## config.mk

```make
export PLATFORM = sky130hd
export DESIGN_NAME = padded_integer_to_ascii_flat
export DESIGN_NICKNAME = d
export VERILOG_FILES = /design/src/rtl/pia_pkg.sv /design/src/rtl/pia_num_if.sv /design/src/rtl/pia_text_if.sv /design/src/rtl/pia_front.sv /design/src/rtl/pia_queue.sv /design/src/rtl/pia_back.sv /design/src/rtl/padded_integer_to_ascii.sv /design/src/flat_wrapper.sv
export SDC_FILE = /design/constraint.sdc
export NUM_CORES = 1
export LEC_CHECK = 0
export BUFFER_PORTS_ARGS = -buffer_cell sky130_fd_sc_hd__buf_2
export CORE_ASPECT_RATIO = 1.1
export CORE_MARGIN = 3
export CORE_UTILIZATION = 55
export DETAILED_ROUTE_END_ITERATION = 6
export GPL_ROUTABILITY_DRIVEN = 0
export PLACE_DENSITY = 0.69
export SYNTH_ARGS = -nofsm -noshare
export SYNTH_HDL_FRONTEND = slang
export SYNTH_SLANG_ARGS = --single-unit
```

## constraint.sdc

```tcl
create_clock -name clk -period 12.3 [get_ports clk]
set_input_delay 2.46 -clock clk [delete_from_list [all_inputs] [get_ports clk]]
set_output_delay 2.46 -clock clk [all_outputs]
set_load 0.01 [all_outputs]
```

## src/rtl/pia_pkg.sv

```systemverilog
// Package for the padded integer to ASCII block: constants, job type, helpers.
// No dependencies.
`timescale 1ns / 1ps

package pia_pkg;

  localparam int VALUE_W     = 64;
  localparam int DIGIT_W     = 4;
  localparam int MAX_DIGITS  = 20;
  localparam int MAX_OUTPUT  = 64;
  localparam int HEX_DIGITS  = VALUE_W / DIGIT_W;
  localparam int BCD_W       = MAX_DIGITS * DIGIT_W;
  // input bits folded into the BCD register per conversion cycle
  localparam int DABBLE_BITS = 4;
  localparam int CONV_CYCLES = VALUE_W / DABBLE_BITS;
  localparam int CNT_W       = $clog2(CONV_CYCLES);
  localparam int QUEUE_DEPTH = 2;
  localparam int QPTR_W      = $clog2(QUEUE_DEPTH);

  // radix codes
  localparam logic [1:0] MODE_DEC       = 2'd0;
  localparam logic [1:0] MODE_HEX_LOWER = 2'd1;
  localparam logic [1:0] MODE_HEX_UPPER = 2'd2;

  // character codes
  localparam logic [7:0] CH_ZERO    = 8'h30;
  localparam logic [7:0] CH_SPACE   = 8'h20;
  localparam logic [7:0] CH_UPPER_A = 8'h41;
  localparam logic [7:0] CH_LOWER_A = 8'h61;

  // one formatted number waiting to be printed
  typedef struct packed {
    logic [MAX_DIGITS-1:0][DIGIT_W-1:0] digits;  // least significant first
    logic [5:0]                         padn;    // pad characters
    logic [5:0]                         lead;    // padn + digit count - 1
    logic [5:0]                         total;   // characters to emit, >= 1
    logic [7:0]                         pad_char;
    logic                               upper;
  } job_t;

  function automatic logic [7:0] digit_char(input logic [DIGIT_W-1:0] d, input logic upper);
    logic [7:0] base;
    base = upper ? CH_UPPER_A : CH_LOWER_A;
    if (d < DIGIT_W'(10)) begin
      digit_char = CH_ZERO + {4'h0, d};
    end else begin
      digit_char = base + {4'h0, d} - 8'd10;
    end
  endfunction

endpackage

```

## src/rtl/pia_num_if.sv

```systemverilog
// Input channel interface: one number plus its formatting controls per item.
// Depends on pia_pkg.
`timescale 1ns / 1ps

interface pia_num_if;
  import pia_pkg::*;

  logic               valid;
  logic               ready;
  logic [VALUE_W-1:0] value;
  logic [1:0]         mode;
  logic               pad_zero;
  logic [5:0]         width;
  logic [6:0]         space;

  modport source (output valid, output value, output mode, output pad_zero,
                  output width, output space, input ready);
  modport sink   (input valid, input value, input mode, input pad_zero,
                  input width, input space, output ready);
endinterface

```

## src/rtl/pia_text_if.sv

```systemverilog
// Output channel interface: one ASCII character per item.
// No dependencies.
`timescale 1ns / 1ps

interface pia_text_if;
  logic       valid;
  logic       ready;
  logic [7:0] character;
  logic       last;

  modport source (output valid, output character, output last, input ready);
  modport sink   (input valid, input character, input last, output ready);
endinterface

```

## src/rtl/pia_front.sv

```systemverilog
// Front end: accepts a number, converts it to digits and sizes the field.
// Depends on pia_pkg and pia_num_if.
`timescale 1ns / 1ps

module pia_front
  import pia_pkg::*;
(
  input  logic          clk,
  input  logic          rst,
  pia_num_if.sink       num,
  input  logic          queue_full,
  output logic          push,
  output job_t          job
);

  localparam logic [1:0] ST_IDLE = 2'd0;
  localparam logic [1:0] ST_CONV = 2'd1;
  localparam logic [1:0] ST_PUSH = 2'd2;

  logic [1:0]         state;
  logic [CNT_W-1:0]   cnt;
  logic [VALUE_W-1:0] shreg;
  logic [BCD_W-1:0]   bcd;
  logic [BCD_W-1:0]   bcd_next;
  logic [VALUE_W-1:0] shreg_next;
  logic               upper;
  logic               pad_zero;
  logic [5:0]         width;
  logic [6:0]         space;

  logic [4:0]         nd;
  logic [5:0]         nd6;
  logic [5:0]         longest;
  logic [6:0]         total7;
  logic               accept;

  assign num.ready = (state == ST_IDLE);
  assign accept    = num.valid && num.ready;

  // shift-add-3 conversion, DABBLE_BITS input bits per cycle
  always_comb begin
    logic [BCD_W-1:0]   b;
    logic [VALUE_W-1:0] v;
    b = bcd;
    v = shreg;
    for (int s = 0; s < DABBLE_BITS; s++) begin
      for (int d = 0; d < MAX_DIGITS; d++) begin
        if (b[d*DIGIT_W +: DIGIT_W] >= DIGIT_W'(5)) begin
          b[d*DIGIT_W +: DIGIT_W] = b[d*DIGIT_W +: DIGIT_W] + DIGIT_W'(3);
        end
      end
      b = {b[BCD_W-2:0], v[VALUE_W-1]};
      v = {v[VALUE_W-2:0], 1'b0};
    end
    bcd_next   = b;
    shreg_next = v;
  end

  // significant digit count, at least one
  always_comb begin
    nd = 5'd1;
    for (int d = 1; d < MAX_DIGITS; d++) begin
      if (bcd[d*DIGIT_W +: DIGIT_W] != '0) begin
        nd = 5'(d + 1);
      end
    end
  end

  // field sizing
  always_comb begin
    nd6     = {1'b0, nd};
    longest = (width > nd6) ? width : nd6;
    total7  = {1'b0, longest};
    if (total7 > space) begin
      total7 = space;
    end
    if (total7 > 7'(MAX_OUTPUT)) begin
      total7 = 7'(MAX_OUTPUT);
    end
    job.digits   = bcd;
    job.padn     = (width > nd6) ? (width - nd6) : 6'd0;
    job.lead     = longest - 6'd1;
    job.total    = total7[5:0];
    job.pad_char = pad_zero ? CH_ZERO : CH_SPACE;
    job.upper    = upper;
  end

  assign push = (state == ST_PUSH) && (total7 != '0) && !queue_full;

  // control
  always_ff @(posedge clk) begin
    if (rst) begin
      state <= ST_IDLE;
      cnt   <= '0;
    end else begin
      case (state)
        ST_IDLE: begin
          if (accept) begin
            cnt   <= '0;
            state <= (num.mode == MODE_DEC) ? ST_CONV : ST_PUSH;
          end
        end
        ST_CONV: begin
          cnt <= cnt + CNT_W'(1);
          if (cnt == CNT_W'(CONV_CYCLES - 1)) begin
            state <= ST_PUSH;
          end
        end
        ST_PUSH: begin
          if (total7 == '0 || !queue_full) begin
            state <= ST_IDLE;
          end
        end
        default: state <= ST_IDLE;
      endcase
    end
  end

  // datapath
  always_ff @(posedge clk) begin
    if (accept) begin
      upper    <= (num.mode != MODE_HEX_LOWER);
      pad_zero <= num.pad_zero;
      width    <= num.width;
      space    <= num.space;
      shreg    <= num.value;
      if (num.mode == MODE_DEC) begin
        bcd <= '0;
      end else begin
        bcd <= BCD_W'(num.value);
      end
    end else if (state == ST_CONV) begin
      bcd   <= bcd_next;
      shreg <= shreg_next;
    end
  end

endmodule

```

## src/rtl/pia_queue.sv

```systemverilog
// Short job queue between front and back ends.
// Depends on pia_pkg.
`timescale 1ns / 1ps

module pia_queue
  import pia_pkg::*;
(
  input  logic clk,
  input  logic rst,
  input  logic push,
  input  job_t wr_job,
  output logic full,
  input  logic pop,
  output logic head_valid,
  output job_t head
);

  job_t              slots [QUEUE_DEPTH];
  logic [QPTR_W-1:0] wr_ptr;
  logic [QPTR_W-1:0] rd_ptr;
  logic [QPTR_W:0]   count;

  assign full       = (count == (QPTR_W+1)'(QUEUE_DEPTH));
  assign head_valid = (count != '0);
  assign head       = slots[rd_ptr];

  // pointers and occupancy
  always_ff @(posedge clk) begin
    if (rst) begin
      wr_ptr <= '0;
      rd_ptr <= '0;
      count  <= '0;
    end else begin
      if (push) begin
        wr_ptr <= (wr_ptr == QPTR_W'(QUEUE_DEPTH - 1)) ? '0 : wr_ptr + QPTR_W'(1);
      end
      if (pop) begin
        rd_ptr <= (rd_ptr == QPTR_W'(QUEUE_DEPTH - 1)) ? '0 : rd_ptr + QPTR_W'(1);
      end
      if (push && !pop) begin
        count <= count + (QPTR_W+1)'(1);
      end else if (pop && !push) begin
        count <= count - (QPTR_W+1)'(1);
      end
    end
  end

  // storage
  always_ff @(posedge clk) begin
    if (push) begin
      slots[wr_ptr] <= wr_job;
    end
  end

endmodule

```

## src/rtl/pia_back.sv

```systemverilog
// Back end: walks the head job and emits one character per cycle while text is ready.
// Depends on pia_pkg and pia_text_if.
`timescale 1ns / 1ps

module pia_back
  import pia_pkg::*;
(
  input  logic       clk,
  input  logic       rst,
  input  logic       head_valid,
  input  job_t       head,
  output logic       pop,
  pia_text_if.source text
);

  logic [5:0] pos;
  logic       out_valid;
  logic [7:0] out_char;
  logic       out_last;

  logic       advance;
  logic       is_last;
  logic [5:0] idx6;
  logic [4:0] idx;
  logic [7:0] ch;

  assign advance = head_valid && (!out_valid || text.ready);
  assign is_last = (pos + 6'd1) == head.total;
  assign pop     = advance && is_last;

  // padding first, then digits from the most significant down
  assign idx6 = head.lead - pos;
  assign idx  = idx6[4:0];
  assign ch   = (pos < head.padn) ? head.pad_char : digit_char(head.digits[idx], head.upper);

  // output register
  always_ff @(posedge clk) begin
    if (rst) begin
      out_valid <= 1'b0;
      pos       <= '0;
    end else begin
      // load on advance, clear once taken, hold while stalled
      out_valid <= advance || (out_valid && !text.ready);
      if (advance) begin
        pos <= is_last ? 6'd0 : pos + 6'd1;
      end
    end
  end

  always_ff @(posedge clk) begin
    if (advance) begin
      out_char <= ch;
      out_last <= is_last;
    end
  end

  assign text.valid     = out_valid;
  assign text.character = out_char;
  assign text.last      = out_last;

endmodule

```

## src/rtl/padded_integer_to_ascii.sv

```systemverilog
// Padded integer to ASCII: number in, one ASCII character per item out.
// Depends on pia_pkg, pia_num_if, pia_text_if, pia_front, pia_queue, pia_back.
//
// Channels: num takes value, mode, pad_zero, width and space; text gives
// character and last, last marking the final character of a number.
// An item with space of zero produces no characters.
// A hex item goes to the job queue straight after acceptance, a decimal item
// after shift-add-3 conversion, 4 bits at a time; each character then
// leaves through the back end's output register.
// Throughput: the front end takes a new number only after the last one is
// queued or, with space of zero, dropped; the back end emits one character
// per cycle while text is ready and a job is waiting.
// A two-entry job queue lets conversion run ahead while text is stalled.
// Reset clears the front state, the queue and the output register; no clearing
// pass is needed. A stalled receiver holds the character; the queue fills and
// num.ready stays low while the front end has a finished job it cannot place.
`timescale 1ns / 1ps

module padded_integer_to_ascii
  import pia_pkg::*;
(
  input  logic       clk,
  input  logic       rst,
  pia_num_if.sink    num,
  pia_text_if.source text
);

  job_t front_job;
  job_t head_job;
  logic push;
  logic pop;
  logic queue_full;
  logic head_valid;

  pia_front u_front (
    .clk        (clk),
    .rst        (rst),
    .num        (num),
    .queue_full (queue_full),
    .push       (push),
    .job        (front_job)
  );

  pia_queue u_queue (
    .clk        (clk),
    .rst        (rst),
    .push       (push),
    .wr_job     (front_job),
    .full       (queue_full),
    .pop        (pop),
    .head_valid (head_valid),
    .head       (head_job)
  );

  pia_back u_back (
    .clk        (clk),
    .rst        (rst),
    .head_valid (head_valid),
    .head       (head_job),
    .pop        (pop),
    .text       (text)
  );

endmodule

```

## src/flat_wrapper.sv

```systemverilog
// flat-port wrapper written by rule: the top's interface ports become plain ports
module padded_integer_to_ascii_flat import pia_pkg::*;
  (clk, rst, num_valid, num_value, num_mode, num_pad_zero, num_width, num_space, num_ready, text_valid, text_character, text_last, text_ready);
  pia_num_if num_i ();
  pia_text_if text_i ();
  input  logic clk;
  input  logic rst;
  input wire logic [$bits(num_i.valid)-1:0] num_valid;
  input wire logic [$bits(num_i.value)-1:0] num_value;
  input wire logic [$bits(num_i.mode)-1:0] num_mode;
  input wire logic [$bits(num_i.pad_zero)-1:0] num_pad_zero;
  input wire logic [$bits(num_i.width)-1:0] num_width;
  input wire logic [$bits(num_i.space)-1:0] num_space;
  output wire logic [$bits(num_i.ready)-1:0] num_ready;
  output wire logic [$bits(text_i.valid)-1:0] text_valid;
  output wire logic [$bits(text_i.character)-1:0] text_character;
  output wire logic [$bits(text_i.last)-1:0] text_last;
  input wire logic [$bits(text_i.ready)-1:0] text_ready;
  assign num_i.valid = num_valid;
  assign num_i.value = num_value;
  assign num_i.mode = num_mode;
  assign num_i.pad_zero = num_pad_zero;
  assign num_i.width = num_width;
  assign num_i.space = num_space;
  assign num_ready = num_i.ready;
  assign text_valid = text_i.valid;
  assign text_character = text_i.character;
  assign text_last = text_i.last;
  assign text_i.ready = text_ready;
  padded_integer_to_ascii u_core (.clk(clk), .rst(rst), .num(num_i), .text(text_i));
endmodule
```

After elaboration in Yosys (flattened, before gate mapping). Memory sizes are Yosys's and may differ from the RTL's. A register that Yosys moved wholly into a read port is not among the register bits. Cells that the tools add are included.

$add $sub $neg: 92. Magnitude comparators: 86. Eq/ne operators: 9. Multiplexer cells: 130. Reductions and logical operators: 45.

Operator list (number): greater-or-equal comparator 4 x 3 -> 1 bit, second input constant (80); 2-to-1 mux 4 bit (78); adder 4 x 2 -> 4 bit, second input constant (76); 2-to-1 mux 64 bit (3); 2-to-1 mux 80 bit (2); 2-to-1 mux 5 bit (19); nonzero test 4 bit (19); 2-to-1 mux 6 bit (4); binary-select mux 4 bit (select 5 bit) (1); 2-to-1 mux 8 bit (2); 2-to-1 mux 2 bit (7); 2-to-1 mux 7 bit (2); adder 3 x 2 -> 3 bit, second input constant (4); 2-to-1 mux 3 bit (4); adder 7 x 4 -> 8 bit (1); logical AND 1 bit (8); one-hot mux 4 bit (2 select lines) (1); nonzero test 2 bit (4); subtractor 8 x 4 -> 8 bit, second input constant (1); adder 6 x 4 -> 7 bit, first input constant (1); greater-than comparator 6 x 7 -> 1 bit (1); greater-than comparator 7 bit, second input constant (1); logical NOT 7 bit (1); nonzero test 7 bit (1); other kinds (25) (41).

Register bits after elaboration: 185. RAM bits: 208. Input bits: 84. Output and inout port bits: 11. Logic and storage cells: 378. Memories: 1.

Memories: u_core.u_queue.slots (words 2, width 104, rd ports 1, clocked after memory_dff 1, write ports 1, line pia_queue.sv:18) `job_t slots [QUEUE_DEPTH];`.

Depth between registers and ports, before layout.
Word-level depth: 33. Mapped depth: 27. Gate-level depth less buffers: 26.

By module. A second synthesis with hierarchy kept.

Cell total of the unflattened synthesis: 2527. Area total of the unflattened synthesis: 26604.3 µm².

By module, submodules not included: pia_front (times used 1, cells an instance 1986, area each 16580.9 µm², seq. area each 4894.7 µm²); pia_queue (times used 1, cells an instance 355, area each 8042.7 µm², seq. area each 6526.3 µm²); pia_back (times used 1, cells an instance 186, area each 1980.6 µm², seq. area each 410.4 µm²).

Worst setup path before layout. Ideal clock, no wire load.

Kind: flip-flop to flip-flop. Start point: reg u_core.u_front.bcd[20]. End point: mem u_core.u_queue.slots[0][0] (netlist name), enable pin. Setup time: 0.569 ns. Arrival: 9.760 ns. Required time: 11.731 ns. Setup slack: 1.970 ns. Stages on the path, launching flop included: 23. Path buffers: 1. Period minus slack after synthesis: 10.330 ns. Cell sequence: edfxtp_1 inv_1 ha_1 or3b_2 a2111oi_0 o211ai_1 a21oi_1 ha_1 inv_1 fa_1 a211oi_1 o21ai_0 nand2_1 mux2i_2 ha_1 a21o_1 a21o_1 o221ai_1 clkbuf_1 mux2_2 o21ai_1 o31a_1 nor2b_1.

RTL lines: from (decl) (line pia_front.sv:23) `logic [BCD_W-1:0] bcd;`; from (signal assigned) (line pia_front.sv:130) `bcd <= BCD_W'(num.value);`; from (signal assigned) (line pia_front.sv:133) `bcd <= bcd_next;`; to (decl) (line pia_queue.sv:18).

==> reports/metrics.yaml <==
placement:
  dp.cells: 3031
  portBuffers: 93
  dp_hpwl_um: 43800
  post_dp_cell_area_um2: 26200
layout:
  layout_common_cells: "edfxtp_1, nand2_1, inv_1"
  nFillCells: 3606
  nNetsFinal: 2771
  layout_commonest_cell: "edfxtp_1"
  fin_area_um2: 27600
  instances_no_fill: 3112
  antennaDiodeCount: 0
  final_layout_size_suffix_gt1_frac: 0.116
  area_growth_pct: 9.80
sta:
  finalSetupViolCount: 0
  min_period_over_period: 0.726
  slew_headroom: 0.196
  worstMarginPinSlew_ns: 1.20
  tns_ns: 0
  finalClockSkew_ns: 0.0131
  period_needed_ns: 8.93
  maxSlewViolCount: 0
  rsz0062_at_grt: "no"
  fmax_mhz: 112
  hold_viol_final: 0
critical_path:
  critPathMaxFanout: 70
  critPathTopFamily: "compound AO/OA/AOI/OAI gates"
  startpoint_type: "flop"
  cp.required_ns: 12.47
  path_cells: "inv_1, ha_1, or3b_2, a2111oi_0, o211ai_1, a21oi_1, ha_1, inv_1, fa_1, a211oi_1, o21ai_0, nand2_1, nor2_1, a21oi_1, ha_1, nor2b_1, o21ai_0, a21oi_1, o221ai_1, mux2_2, o21ai_1, o31a_1, nor2b_4, buf_4"
  setup.worst_path.end_class: "flop"
  worst_path_max_delay_cell: "buf_4"
  slowest_delay_ns: 0.88
  worst_ep_arrival_time_ns: 9.10
  criticalPathCategory: "flop to flop"
  path_buf_inv: 3
drt:
  wirelength_um: 59500
  detail-route-antenna-nets: 0
  dr.first_iter.drc_count: 1212
  drc_errors: 0
  firstDrtPassIters: 5
  viasPerCell: 5.90
  vias: 18349
  wl_per_cell_um: 19.1
global_routing:
  first_global_vias: 18211
  grt.overflow.total: 0
  grt_pass1_wl_um: 94900
  antenna_found_initial: 0
  grt_max_degree: 105
  grt_usage: 0.244
synth:
  synthTopCellsByArea: "edfxtp_1, ha_1, mux2i_1"
  ys_ff_latch: 383
  async_reset_ff_frac: 0
  ys_seq_area_frac: 0.450
  synth_top_area_cell: "edfxtp_1"
  synth-main-ff-cell: "edfxtp_1"
  syn_inst: 2419
  synth_top_area_frac: 0.436
  syn_nets: 2693
  synth_cell_types: 85
  syn_area_per_cell_um2: 10.4
  synth_area_um2: 25200
  synth_edf_count: 365
  yosysWarnings: 0
floorplan:
  chipWidth_um: 210
  die_y_um: 230
  floorplan.initialDensity: 0.562
  num_rows: 81
  io_pins: 95
  coreArea_um2: 44800
  die_area_um2: 48400
clocking:
  cts_resized: 0
  cts_setup_buffers: 0
  root_buffer: "clkbuf_16"
  cts_buffer_depth: 3
  path_clk_slew_ns: 0.06
  cts_htree_levels: 2
  holdBufCountCts: 0
  cts_tree: "done"
  clk_latency_ns: 0.56
  cts_sinks: 383
  numCtsBuffers: 45
run_status:
  status: "finished, final reports clean"
worst_hold_path:
  hold_class: "flop to flop"
run:
  max_cap_violations: 0
stage by stage:
| step | setup slack [ns] | utilization | hold slack, ns |
|---|---|---|---|
| 2_1_floorplan | 1.97 | - | 0.421 |
| 3_3_place_gp | 3.57 | 0.584 | 0.461 |
| 3_5_place_dp | 3.39 | 0.584 | 0.483 |
| 4_1_cts | 3.35 | 0.617 | 0.492 |
| 5_1_grt | 2.68 | 0.617 | 0.509 |
| 6_report | 3.37 | 0.617 | 0.489 |
cell families after synthesis:
family                     synth area share
and+or+nand+nor                       0.144
AOI/OAI and AO/OA                     0.126
DFF                                   0.450
buffers and inverters                0.0443
muxes                                 0.109
adders and majority gates            0.0951
xor gates and xnor gates             0.0317
other                              0.000149
cell usage after synthesis (30+ instances only):
cell type	number
ha_1	188
nand2_1	286
a21oi_1	88
xnor2_1	61
xor2_1	30
o21ai_0	85
mux2i_1	120
o21ai_1	85
mux4_2	42
edfxtp_1	365
nor2_1	181
nor2b_1	48
mux2_2	47
clkbuf_1	60
nor3b_1	31
inv_1	215
nand3_1	62
nand2b_1	36
metal layers:
layer,global-route usage,part of all wire
met5,0,0
met4,0.101,0.042
met3,0.0295,0.043
met2,0.427,0.50
met1,0.307,0.42
path summary, 6_finish.rpt:
kind / start / endpoint / slack (ns) / cells after the start
max: u_core.u_front.bcd[20] / u_core.u_queue.slots[0][32] / 3.37 / 24
min: u_core.u_front.bcd[77] / u_core.u_queue.slots[0][101] / 0.49 / 0
max reg2reg: u_core.u_front.bcd[20] / u_core.u_queue.slots[0][32] / 3.37 / 24
min reg2reg: u_core.u_front.bcd[77] / u_core.u_queue.slots[0][101] / 0.49 / 0
flip-flops by register name, indices dropped and copies added, names as in the netlist, 2 cells and up, named ones only:
register,cells
u_core.u_queue.count,2
u_core.u_front.width,6
u_core.u_back.pos,6
u_core.u_front.cnt,4
u_core.u_front.shreg,64
u_core.u_front.bcd,80
u_core.u_back.text.character,7
u_core.u_queue.slots,198
u_core.u_front.space,7
u_core.u_front.state,2
area by class of cell:
class / count / area (um2) / area share
Clock buffer: 54 / 1170 / 0.0423
Sequential cell: 383 / 11300 / 0.410
Timing Repair Buffer: 104 / 548 / 0.0198
Tap cell: 581 / 727 / 0.0263
Multi-Input combinational cell: 1745 / 12700 / 0.461
Inverter: 218 / 828 / 0.0300
Clock inverter: 27 / 287 / 0.0104
Power is left out: the tool's default activity adds up to more than one toggle a clock period on the data nets, which glitch-free logic cannot reach.
